===== src/rtl/core/mrip_pkg.sv =====
package mrip_pkg;

  localparam int unsigned PERIOD_W  = 24;
  localparam int unsigned SPEED_W   = 16;
  localparam int unsigned KNOB_W    = 12;
  localparam int unsigned PCT_W     = 7;
  localparam int unsigned PADDR_W   = 2;
  localparam int unsigned PDATA_W   = 32;

  localparam logic [PERIOD_W-1:0] PERIOD_RESET = PERIOD_W'(125000);
  localparam logic [KNOB_W-1:0]   KNOB_RESET   = KNOB_W'(2000);
  localparam logic [KNOB_W-1:0]   DEADBAND     = KNOB_W'(2);
  localparam logic [PCT_W-1:0]    PCT_FULL     = PCT_W'(100);

  localparam logic [PADDR_W-1:0]  ADDR_PWM_PERIOD = PADDR_W'(0);

  typedef enum logic [1:0] {
    MODE_RUN_LEFT       = 2'd0,
    MODE_STOP_FOR_RIGHT = 2'd1,
    MODE_RUN_RIGHT      = 2'd2,
    MODE_STOP_FOR_LEFT  = 2'd3
  } mode_t;

  typedef enum logic [1:0] {
    NOTICE_NONE     = 2'd0,
    NOTICE_STOPPING = 2'd1,
    NOTICE_RIGHT    = 2'd2,
    NOTICE_LEFT     = 2'd3
  } notice_t;

  typedef enum logic [1:0] {
    REQ_NONE  = 2'd0,
    REQ_RIGHT = 2'd1,
    REQ_LEFT  = 2'd2,
    REQ_SPARE = 2'd3
  } request_t;

endpackage


===== src/rtl/core/motor_reversal_interlock_pwm.sv =====
// Direction-reversal interlock with PWM duty setting for a DC motor. Each accepted item is one
// control tick carrying an optional speed reading, an optional direction request and a knob
// sample, and it yields exactly one result item. The block is a two-stage pipeline: the item is
// captured in an input register, and once the result register is free the mode logic, the
// deadband test and a 12 x 24 bit and a 12 x 7 bit multiply load the result register and
// update the controller state. A new item is taken in every cycle while results are being
// taken. The PWM period register sits at byte address 0 of the configuration port and
// should only be written while no item is in flight.
module motor_reversal_interlock_pwm (
  input  logic                           clk,
  input  logic                           rst_n,
  input  logic                           psel,
  input  logic                           penable,
  input  logic                           pwrite,
  input  logic [mrip_pkg::PADDR_W-1:0]   paddr,
  input  logic [mrip_pkg::PDATA_W-1:0]   pwdata,
  output logic [mrip_pkg::PDATA_W-1:0]   prdata,
  output logic                           pready,
  input  logic                           in_valid,
  output logic                           in_ready,
  input  logic                           in_speed_valid,
  input  logic [mrip_pkg::SPEED_W-1:0]   in_speed_rpm,
  input  logic [1:0]                     in_direction_request,
  input  logic [mrip_pkg::KNOB_W-1:0]    in_knob_sample,
  output logic                           out_valid,
  input  logic                           out_ready,
  output logic                           out_drive_right,
  output logic                           out_drive_left,
  output logic [mrip_pkg::PERIOD_W-1:0]  out_duty_match,
  output logic                           out_duty_load,
  output logic [mrip_pkg::PCT_W-1:0]     out_duty_percent,
  output logic [1:0]                     out_mode_now,
  output logic [1:0]                     out_notice,
  output logic                           out_pwm_forced_off
);
  import mrip_pkg::*;

  logic [PERIOD_W-1:0] period_r;
  logic                cfg_wr;

  logic                s1_vld_r;
  logic                s1_sv_r;
  logic [SPEED_W-1:0]  s1_spd_r;
  request_t            s1_req_r;
  logic [KNOB_W-1:0]   s1_knob_r;

  mode_t               mode_r, mode_nxt;
  logic                want_right_r, want_right_nxt;
  logic                want_left_r, want_left_nxt;
  logic [SPEED_W-1:0]  held_speed_r, held_speed_nxt;
  logic [KNOB_W-1:0]   held_knob_r, held_knob_nxt;

  logic                advance;
  logic                apply;
  logic                use_knob;
  logic [KNOB_W-1:0]   sample;
  logic [KNOB_W-1:0]   diff;
  logic                load;
  logic [KNOB_W+PERIOD_W-1:0] prod;
  logic [KNOB_W+PCT_W-1:0]    pct_prod;
  logic                dr, dl, forced;
  notice_t             notice;
  logic                wr_req, wl_req;

  // Configuration port.
  assign pready = 1'b1;
  assign cfg_wr = psel && penable && pwrite && (paddr == ADDR_PWM_PERIOD);
  assign prdata = (paddr == ADDR_PWM_PERIOD) ? PDATA_W'(period_r) : '0;

  always_ff @(posedge clk) begin
    if (!rst_n) begin
      period_r <= PERIOD_RESET;
    end else if (cfg_wr) begin
      period_r <= pwdata[PERIOD_W-1:0];
    end
  end

  // Handshake.
  assign advance  = s1_vld_r && (!out_valid || out_ready);
  assign in_ready = !s1_vld_r || advance;

  always_ff @(posedge clk) begin
    if (!rst_n) begin
      s1_vld_r <= 1'b0;
    end else if (in_ready) begin
      s1_vld_r <= in_valid;
    end
  end

  always_ff @(posedge clk) begin
    if (in_valid && in_ready) begin
      s1_sv_r   <= in_speed_valid;
      s1_spd_r  <= in_speed_rpm;
      s1_req_r  <= request_t'(in_direction_request);
      s1_knob_r <= in_knob_sample;
    end
  end

  // Controller step.
  always_comb begin
    held_speed_nxt = s1_sv_r ? s1_spd_r : held_speed_r;
    wr_req = want_right_r;
    wl_req = want_left_r;
    if (s1_req_r == REQ_RIGHT) begin
      wr_req = 1'b1;
      wl_req = 1'b0;
    end else if (s1_req_r == REQ_LEFT) begin
      wr_req = 1'b0;
      wl_req = 1'b1;
    end
    want_right_nxt = wr_req;
    want_left_nxt  = wl_req;
    mode_nxt = mode_r;
    dr       = 1'b0;
    dl       = 1'b0;
    notice   = NOTICE_NONE;
    forced   = 1'b0;
    apply    = 1'b0;
    use_knob = 1'b0;
    unique case (mode_r)
      MODE_RUN_LEFT: begin
        if (wr_req) begin
          if (held_speed_nxt == '0) begin
            mode_nxt = MODE_RUN_RIGHT;
            dr       = 1'b1;
            notice   = NOTICE_RIGHT;
          end else begin
            mode_nxt = MODE_STOP_FOR_RIGHT;
            notice   = NOTICE_STOPPING;
            apply    = 1'b1;
            forced   = 1'b1;
          end
          want_right_nxt = 1'b0;
        end else begin
          apply         = 1'b1;
          use_knob      = 1'b1;
          dl            = 1'b1;
          want_left_nxt = 1'b0;
        end
      end
      MODE_STOP_FOR_RIGHT: begin
        if (held_speed_nxt == '0) begin
          mode_nxt = MODE_RUN_RIGHT;
          dr       = 1'b1;
          notice   = NOTICE_RIGHT;
        end else begin
          apply  = 1'b1;
          forced = 1'b1;
        end
      end
      MODE_RUN_RIGHT: begin
        if (wl_req) begin
          if (held_speed_nxt == '0) begin
            mode_nxt = MODE_RUN_LEFT;
            dl       = 1'b1;
            notice   = NOTICE_LEFT;
          end else begin
            mode_nxt = MODE_STOP_FOR_LEFT;
            notice   = NOTICE_STOPPING;
            apply    = 1'b1;
            forced   = 1'b1;
          end
          want_left_nxt = 1'b0;
        end else begin
          apply          = 1'b1;
          use_knob       = 1'b1;
          dr             = 1'b1;
          want_right_nxt = 1'b0;
        end
      end
      MODE_STOP_FOR_LEFT: begin
        if (held_speed_nxt == '0) begin
          mode_nxt = MODE_RUN_LEFT;
          dl       = 1'b1;
          notice   = NOTICE_LEFT;
        end else begin
          apply  = 1'b1;
          forced = 1'b1;
        end
      end
    endcase
  end

  // Deadband test and duty computation.
  assign sample   = use_knob ? s1_knob_r : '0;
  assign diff     = (sample > held_knob_r) ? (sample - held_knob_r) : (held_knob_r - sample);
  assign load     = apply && (diff > DEADBAND);
  assign prod     = (KNOB_W+PERIOD_W)'(sample) * (KNOB_W+PERIOD_W)'(period_r);
  assign pct_prod = (KNOB_W+PCT_W)'(sample) * (KNOB_W+PCT_W)'(PCT_FULL);
  assign held_knob_nxt = apply ? sample : held_knob_r;

  always_ff @(posedge clk) begin
    if (!rst_n) begin
      mode_r       <= MODE_RUN_LEFT;
      want_right_r <= 1'b0;
      want_left_r  <= 1'b0;
      held_speed_r <= '0;
      held_knob_r  <= KNOB_RESET;
    end else if (advance) begin
      mode_r       <= mode_nxt;
      want_right_r <= want_right_nxt;
      want_left_r  <= want_left_nxt;
      held_speed_r <= held_speed_nxt;
      held_knob_r  <= held_knob_nxt;
    end
  end

  // Result register.
  always_ff @(posedge clk) begin
    if (!rst_n) begin
      out_valid <= 1'b0;
    end else if (advance) begin
      out_valid <= 1'b1;
    end else if (out_ready) begin
      out_valid <= 1'b0;
    end
  end

  always_ff @(posedge clk) begin
    if (advance) begin
      out_drive_right    <= dr;
      out_drive_left     <= dl;
      out_duty_load      <= load;
      out_duty_match     <= load ? prod[KNOB_W +: PERIOD_W] : '0;
      out_duty_percent   <= load ? pct_prod[KNOB_W +: PCT_W] : '0;
      out_mode_now       <= mode_nxt;
      out_notice         <= notice;
      out_pwm_forced_off <= forced;
    end
  end

endmodule


===== config.mk =====
export PLATFORM = sky130hd
export DESIGN_NAME = motor_reversal_interlock_pwm
export DESIGN_NICKNAME = d
export VERILOG_FILES = /design/src/rtl/core/mrip_pkg.sv /design/src/rtl/core/motor_reversal_interlock_pwm.sv
export SDC_FILE = /design/constraint.sdc
export NUM_CORES = 1
export LEC_CHECK = 0
export ABC_CLOCK_PERIOD_IN_PS = 10030
export BUFFER_PORTS_ARGS = -buffer_cell sky130_fd_sc_hd__buf_2
export CAP_MARGIN = 20
export CORE_UTILIZATION = 35
export DETAILED_ROUTE_END_ITERATION = 8
export GPL_TIMING_DRIVEN = 0
export RECOVER_POWER = 25
export SLEW_MARGIN = 5
export SYNTH_ARGS = -nofsm -noshare
export SYNTH_HDL_FRONTEND = slang
export SYNTH_SLANG_ARGS = --single-unit
export TNS_END_PERCENT = 100

===== constraint.sdc =====
create_clock -name clk -period 10.03 [get_ports clk]
set_input_delay 1.5045 -clock clk [delete_from_list [all_inputs] [get_ports clk]]
set_output_delay 1.5045 -clock clk [all_outputs]
set_load 0.02 [all_outputs]

==> impl_metrics.py, run 1 <==
metrics = {
    "synthesis": {
        "ys_seq_area_share_pct": 21.2,
        "yosysUniqueCellTypes": 72,
        "ys.flop_type": "edfxtp_1",
        "postSynthAreaPerCell_um2": 9.19,
        "synth.top_cell.area_share_pct": 29.5,
        "synth_edf_count": 70,
        "syn_inst": 1677,
        "yosys_warnings": 0,
        "synth_area_um2": 15400,
        "synth_seq_cells": 128,
        "yosys.area.top_type": "fa_1",
        "synth_area_leaders": "fa_1 29%, edfxtp_1 14%, ha_1 11%, nand2_1 8.3%, dfxtp_1 7.5%",
        "synthArstFlopShare_pct": 0,
    },
    "worst_setup_path": {
        "reg2regPathDepth": 25,
        "r2r-start": "s1_req_r[1]$_DFFE_PP_",
        "crit_path_end": "out_duty_match[22]$_SDFFCE_PN0P_",
        "path_max_fanout": 10,
        "cp-startpoint": "s1_req_r[1]$_DFFE_PP_",
        "crit_required_ns": 10.24,
        "path_class": "flip-flop to flip-flop",
        "ff2ff_setup_slack_ns": 0.50,
        "critPathLaunchType": "flip-flop",
        "regToRegEndpoint": "out_duty_match[22]$_SDFFCE_PN0P_",
        "worstPathArrival_ns": 9.74,
        "end_kind": "flip-flop",
    },
    "sta": {
        "whs_ns": 0.459,
        "worstMarginPinSlew_ns": 1.16,
        "fin_setup_tns_ns": 0,
        "grt_setup_unrepaired": "no",
        "slew_headroom_pct": 22.4,
        "layout_setup_ws_ns": 0.498,
        "max_freq_mhz": 105,
        "min_period_ns": 9.53,
        "hold_viol": 0,
        "setup_viol": 0,
        "final_max_slew_viol_count": 0,
        "clock_skew_ns": 0.0221,
        "fin_crit_sh_pct": 95.0,
    },
    "layout": {
        "multi_input_area_um2": 10700,
        "nFillCells": 4329,
        "nNetsFinal": 2263,
        "insertedDiodeCount": 0,
        "seqCellArea_um2": 3260,
        "drive_above_1_share_pct": 10.3,
        "area_growth_pct": 13.0,
    },
    "run": {
        "drv_cap": 0,
    },
    "pwr": {
        "p_int_mw": 1.70,
        "pwr-share-clk_pct": 22.1,
        "pwr-share-seq_pct": 24.1,
        "power.leakage_nw": 8.43,
        "vdd_ir_drop_max_mv": 0.165,
        "p_sw_share_pct": 40.9,
        "pwr-share-comb_pct": 53.8,
        "power_density_nw_per_um2": 166,
        "power.switching_mw": 1.18,
    },
    "placement": {
        "dp_slack_ns": 0.483,
        "port_buffers": 127,
        "place_hpwl_um": 34600,
        "gp_congestion": 0.972,
    },
    "clock_network": {
        "cts-root-buf": "clkbuf_16",
        "clk_latency_ns": 0.46,
        "clockBufferDepth": 2,
        "numCtsBuffers": 17,
        "numClockSinks": 128,
        "cts_tree": "done",
        "cts_setup_buffers": 0,
        "post_cts_resize_count": 0,
        "clkTransAtPathRegs_ns": 0.06,
        "cts.htree.levels": 4,
        "holdBufCountCts": 0,
    },
    "drt": {
        "drt-met1-wl_um": 18400,
        "route.met3.wl_um": 2690,
        "top_layer": "met4",
        "antenna_left": 0,
        "via_per_inst": 5.00,
        "finalWirelength_um": 42100,
        "wl_per_cell_um": 17.3,
        "drtPass1Iterations": 5,
        "drc": 0,
        "wl_met2_um": 19400,
        "vias": 12100,
        "first_iter_violations": 763,
    },
    "floorplanning": {
        "io_pins": 146,
        "die-area_um2": 44900,
        "coreArea_um2": 43300,
        "rows": 76,
        "die_w_um": 212,
        "start_util_pct": 35.6,
        "die_y_um": 212,
    },
    "run_status": {
        "status": "complete, no violations",
    },
    "global_routing": {
        "grt_start_max_net_pins": 30,
        "grt_pass1_vias": 12700,
        "antenna_found_initial": 1,
        "grt_pass1_wl_um": 67900,
        "track_usage_pct": 20.1,
        "overflow": 0,
    },
    "worst_hold_path": {
        "hp-class": "flip-flop to flip-flop",
    },
}
stage by stage:
step	instance area [µm²]	std cells	power, mW	utilization, %
after global routing	17400	2429	3.16	40.3
final	17400	2429	2.88	40.3
after CTS	17400	2429	2.92	40.3
after floorplan	15400	1684	1.90	-
after detailed placement	16900	2398	2.27	39.0
after global placement	16800	2396	2.25	38.9
cells in the mapped netlist, types with 13 or more instances:
library cell	n
o21ai_0	25
and2_1	53
and3_1	79
a21o_1	13
a21boi_0	36
edfxtp_1	70
fa_1	227
nand2_1	339
inv_1	267
clkbuf_1	75
nor2_1	21
xnor2_1	27
ha_1	132
a21oi_1	50
nor2b_1	27
dfxtp_1	58
how the worst min path moves through the flow:
stage | cells past startpoint | endpoint | slack (ns) | start
detailed placement | 2 | held_speed_r[13]$_SDFFE_PN0P_ | 0.45 | held_speed_r[13]$_SDFFE_PN0P_
finish | 2 | held_speed_r[12]$_SDFFE_PN0P_ | 0.46 | held_speed_r[12]$_SDFFE_PN0P_
CTS | 2 | held_speed_r[13]$_SDFFE_PN0P_ | 0.46 | held_speed_r[13]$_SDFFE_PN0P_
global placement | 2 | held_speed_r[12]$_SDFFE_PN0P_ | 0.45 | held_speed_r[12]$_SDFFE_PN0P_
global route | 2 | held_speed_r[12]$_SDFFE_PN0P_ | 0.49 | held_speed_r[12]$_SDFFE_PN0P_
floorplan | 2 | held_speed_r[11]$_SDFFE_PN0P_ | 0.44 | held_speed_r[11]$_SDFFE_PN0P_
registers in the layout, summed over array words and instances (netlist names):
name,count
out_drive_left,1
held_knob_r,12
out_pwm_forced_off,1
out_valid,1
out_duty_match,24
s1_spd_r,16
s1_vld_r,1
want_left_r,1
period_r,24
out_duty_percent,7
out_duty_load,1
want_right_r,1
s1_sv_r,1
out_notice,2
held_speed_r,16
out_mode_now,2
s1_req_r,2
s1_knob_r,12
mode_r,2
out_drive_right,1
routing by layer:
metal / vias up / global-route usage [%]
met5: - / 0
met4: 0 / 9.25
met3: 70 / 3.13
met2: 394 / 32.3
met1: 6044 / 26.5
li1: 5634 / -
cell usage in the layout (no fill, tap or decap), drive strengths merged, types with 7 or more instances in the layout:
cell | netlist | final
a21boi | 36 | 36
a21o | 13 | 13
a21oi | 50 | 50
and2 | 53 | 53
and3 | 79 | 79
buf | 19 | 145
clkbuf | 75 | 95
clkinv | 5 | 8
conb | 2 | 9
dfxtp | 58 | 58
edfxtp | 70 | 70
fa | 227 | 227
ha | 132 | 132
inv | 269 | 276
mux2i | 7 | 7
nand2 | 339 | 339
nand3 | 12 | 12
nand4 | 10 | 10
nor2 | 21 | 21
nor2b | 27 | 27
nor3 | 7 | 7
nor4 | 7 | 7
o211ai | 9 | 9
o21ai | 31 | 31
xnor2 | 27 | 27
xor2 | 12 | 12
power by group through the flow:
| stage | registers (mW) | clock network [mW] | logic (mW) |
|---|---|---|---|
| 6_report | 0.694 | 0.639 | 1.55 |
| 5_1_grt | 0.700 | 0.675 | 1.78 |
| 4_1_cts | 0.695 | 0.655 | 1.57 |
| 3_5_place_dp | 0.706 | 0 | 1.56 |
| 3_3_place_gp | 0.707 | 0 | 1.54 |
| 2_1_floorplan | 0.750 | 0 | 1.15 |
kinds of logic after synthesis:
| family | after synthesis | share of synthesized area [%] |
|---|---|---|
| AND/OR/NAND/NOR | 581 | 17.9 |
| buffers and inverters | 368 | 9.48 |
| adder cells (fa/ha/maj) | 360 | 40.3 |
| AO/OA/AOI/OAI | 190 | 8.29 |
| flip-flops | 128 | 21.2 |
| XOR/XNOR | 39 | 2.22 |
| multiplexers | 9 | 0.625 |
| other | 2 | 0.0487 |
final cells by class:
cell class | count | share of cell area, %
plain buffers | 94 | 2.49
clock buffers | 17 | 2.44
inverters | 274 | 5.91
multi-input cells | 1188 | 61.6
well taps | 585 | 4.20
clock inverters | 14 | 0.891
repair buffers | 129 | 3.77
flip-flops and latches | 128 | 18.7
worst max-delay path, stage by stage, from the launching register on:
cell and delay (ns):
edfxtp_1 0.44, maj3_2 0.36, a221oi_2 0.61, clkbuf_1 0.48, clkbuf_1 0.45, nand2_1 0.17
inv_1 0.19, clkbuf_1 0.53, nand2_1 0.17, fa_1 0.51, fa_1 0.51, inv_1 0.05
fa_1 0.55, fa_1 0.45, fa_1 0.48, ha_1 0.33, a21oi_1 0.14, o21ai_1 0.26
a2111o_1 0.46, a21oi_1 0.57, o21ai_1 0.30, o31ai_1 0.52, nor3_1 0.13, nor4_1 0.33
xnor2_1 0.12, and2_1 0.17
Note: power is estimated with default switching activity, not from simulation.
==> run 2, diff against run 1 <==
- ABC_AREA: default -> 1
- CORE_UTILIZATION: 35 -> 30
==> run 2 against run 1 <==
Net effect: largest power group unchanged; combinational power grew 35%; critical path depth grew 1; sequential power about the same; critical endpoint is now out_duty_match[20]$_SDFFCE_PN0P_; synthesized area increased by 4.8%; maximum frequency grew 25%; global-route usage shrank 1.5 points; routed wire length rose by 14%; utilization fell by 5.7 points; the flow now finishes with violations (DRC).
==> impl_metrics.py, run 2 <==
metrics = {
    "pwr": {
        "finalPower_mw": 3.41,
        "vdd_ir_drop_max_mv": 0.146,
        "power_density_nw_per_um2": 186,
        "p_sw_share_pct": 48.3,
        "p_int_mw": 1.76,
        "pwr-share-comb_pct": 61.7,
        "power.switching_mw": 1.65,
        "pwr-share-seq_pct": 20.4,
        "power.leakage_nw": 9.07,
        "pwr-share-clk_pct": 17.9,
    },
    "worst_setup_path": {
        "path_max_fanout": 13,
        "reg2regPathDepth": 26,
        "critPathLaunchType": "flip-flop",
        "regToRegEndpoint": "out_duty_match[20]$_SDFFCE_PN0P_",
        "crit_path_end": "out_duty_match[20]$_SDFFCE_PN0P_",
        "cp-startpoint": "mode_r[1]$_SDFFE_PN0P_",
        "ff2ff_setup_slack_ns": 2.43,
        "crit_required_ns": 10.23,
        "worstPathArrival_ns": 7.80,
        "r2r-start": "mode_r[1]$_SDFFE_PN0P_",
        "end_kind": "flip-flop",
        "path_class": "flip-flop to flip-flop",
    },
    "layout": {
        "nNetsFinal": 2602,
        "reg.largest.list": "out_duty_match: 24 flops, period_r: 24 flops",
        "final_common_cell": "nand2_1",
        "area_growth_pct": 13.1,
        "fin_util_pct": 34.6,
        "mostFrequentLayoutCells": "449 x nand2_1, 393 x inv_1, 227 x fa_1, 210 x nor2_1, 132 x ha_1",
        "drive_above_1_share_pct": 9.07,
    },
    "drt": {
        "antenna_left": 0,
        "vias": 13800,
        "finalWirelength_um": 48200,
        "drc": 6,
        "drtPass1Iterations": 9,
        "via_per_inst": 4.82,
        "wl_per_cell_um": 16.8,
        "first_iter_violations": 912,
    },
    "synthesis": {
        "ys.flop_type": "edfxtp_1",
        "syn_inst": 2015,
        "synth_area_leaders": "fa_1 28%, edfxtp_1 13%, nand2_1 10%, ha_1 10%, inv_1 9.1%",
        "synth_seq_cells": 128,
        "synthTopCellsByCount": "448 x nand2_1, 393 x inv_1, 227 x fa_1, 210 x nor2_1, 132 x ha_1",
        "synth_area_um2": 16200,
        "ys_seq_area_share_pct": 20.2,
        "synth_edf_count": 70,
        "yosysMostFrequentCell": "nand2_1",
        "yosysUniqueCellTypes": 43,
        "synth.top_cell.area_share_pct": 28.1,
        "synthArstFlopShare_pct": 0,
        "postSynthAreaPerCell_um2": 8.02,
        "yosys.area.top_type": "fa_1",
        "yosys_warnings": 0,
    },
    "floorplanning": {
        "die-area_um2": 54800,
        "die_w_um": 234,
        "io_pins": 146,
        "die_y_um": 234,
        "start_util_pct": 30.6,
        "coreArea_um2": 52900,
        "rows": 84,
    },
    "global_routing": {
        "track_usage_pct": 18.6,
        "antenna_found_initial": 3,
        "grt_pass1_vias": 14300,
        "grt_pass1_wl_um": 77300,
        "overflow": 0,
        "grt_start_max_net_pins": 32,
    },
    "clock_network": {
        "cts.htree.levels": 4,
        "post_cts_resize_count": 0,
        "numCtsBuffers": 17,
        "holdBufCountCts": 0,
        "cts_tree": "done",
        "cts_setup_buffers": 0,
        "clk_latency_ns": 0.46,
        "numClockSinks": 128,
        "clkTransAtPathRegs_ns": 0.06,
        "cts-root-buf": "clkbuf_16",
        "clockBufferDepth": 2,
    },
    "sta": {
        "slew_headroom_pct": 29.2,
        "worstMarginPinSlew_ns": 1.06,
        "final_max_slew_viol_count": 0,
        "layout_setup_ws_ns": 2.43,
        "clock_skew_ns": 0.0142,
        "fin_setup_tns_ns": 0,
        "min_period_ns": 7.60,
        "setup_viol": 0,
        "hold_viol": 0,
        "fin_crit_sh_pct": 75.8,
        "grt_setup_unrepaired": "no",
        "max_freq_mhz": 132,
    },
    "placement": {
        "dp_slack_ns": 2.66,
        "gp_congestion": 0.943,
        "port_buffers": 128,
        "place_hpwl_um": 39700,
    },
    "run_status": {
        "status": "complete, but fails checks",
        "violations": "DRC",
    },
    "run": {
        "drv_cap": 0,
    },
    "worst_hold_path": {
        "hp-class": "flip-flop to flip-flop",
    },
}
==> run 2: changes by cell type after synthesis, moves of 41 or more <==
cell,change
and3_1,-78
nand2_1,+109
and2_1,-53
nand3_1,+46
a21oi_1,+66
inv_1,+126
nor2_1,+189
o21ai_0,+41
==> run 2: per-layer routing <==
layer / GRT usage [%] / up-vias / share of wire [%]
li1: - / 6523 / -
met1: 24.2 / 6775 / 44
met2: 30.4 / 451 / 46
met3: 3.06 / 88 / 6.1
met4: 7.91 / 0 / 3.7
met5: 0 / - / 0
==> run 2: final cells by class <==
class	instances	area, µm²
Fill cell	5553	34600
Multi-Input combinational cell	1416	11000
Sequential cell	128	3260
Inverter	402	1510
Tap cell	688	861
Timing Repair Buffer	130	673
Clock buffer	19	443
Buffer	76	373
Clock inverter	13	126
Antenna cell	1	2.50
==> run 2: worst min-delay path by stage <==
stage,cells past startpoint,slack [ns],from,endpoint
6_report,2,0.47,held_speed_r[9]$_SDFFE_PN0P_,held_speed_r[9]$_SDFFE_PN0P_
5_1_grt,2,0.48,held_speed_r[9]$_SDFFE_PN0P_,held_speed_r[9]$_SDFFE_PN0P_
3_3_place_gp,2,0.44,held_speed_r[10]$_SDFFE_PN0P_,held_speed_r[10]$_SDFFE_PN0P_
3_5_place_dp,2,0.45,held_speed_r[9]$_SDFFE_PN0P_,held_speed_r[9]$_SDFFE_PN0P_
4_1_cts,2,0.46,held_speed_r[9]$_SDFFE_PN0P_,held_speed_r[9]$_SDFFE_PN0P_
2_1_floorplan,2,0.42,held_speed_r[10]$_SDFFE_PN0P_,held_speed_r[10]$_SDFFE_PN0P_
==> run 2: kinds of logic (layout without fill, tap and decap cells) <==
logic type,count (synthesis),in the layout,synth area share [%]
simple gates,759,759,18.8
buf+inv,478,640,11.7
fa+ha+maj,359,359,38.4
compound gates,253,253,8.95
flops,128,128,20.2
xor+xnor,30,30,1.63
mux,6,6,0.372
other cells,2,10,0.0465
==> run 2: power by group through the flow <==
stage,combinational [mW],sequential [mW],clock (mW)
after floorplan,1.47,0.758,0
after global placement,2.09,0.707,0
after detailed placement,2.10,0.707,0
after CTS,2.11,0.696,0.625
after global routing,2.42,0.701,0.646
final,2.10,0.695,0.610
==> run 2: critical path, stage by stage, from the launching register on <==
cell and delay (ns):
dfxtp_1 0.37, inv_1 0.10, nor2_2 0.19, nand3_2 0.13
nand2_2 0.23, buf_2 0.31, nand2_1 0.23, inv_1 0.39
buf_1 0.77, nand2_1 0.19, fa_1 0.51, fa_1 0.51
inv_1 0.05, fa_1 0.51, fa_1 0.52, inv_1 0.06
fa_1 0.48, inv_1 0.04, ha_1 0.34, a21oi_1 0.29
o21ai_0 0.20, a21oi_1 0.27, nor2_1 0.12, a211oi_1 0.28
nand2_1 0.09, nand2_1 0.06, a21oi_1 0.06
==> run 2: stage by stage <==
stage / instance area [µm²] / hold slack (ns) / std cells
final: 18300 / 0.466 / 2873
after CTS: 18300 / 0.457 / 2871
after global placement: 17700 / 0.442 / 2838
after detailed placement: 17700 / 0.447 / 2839
after global routing: 18300 / 0.479 / 2873
after floorplan: 16200 / 0.425 / 2022
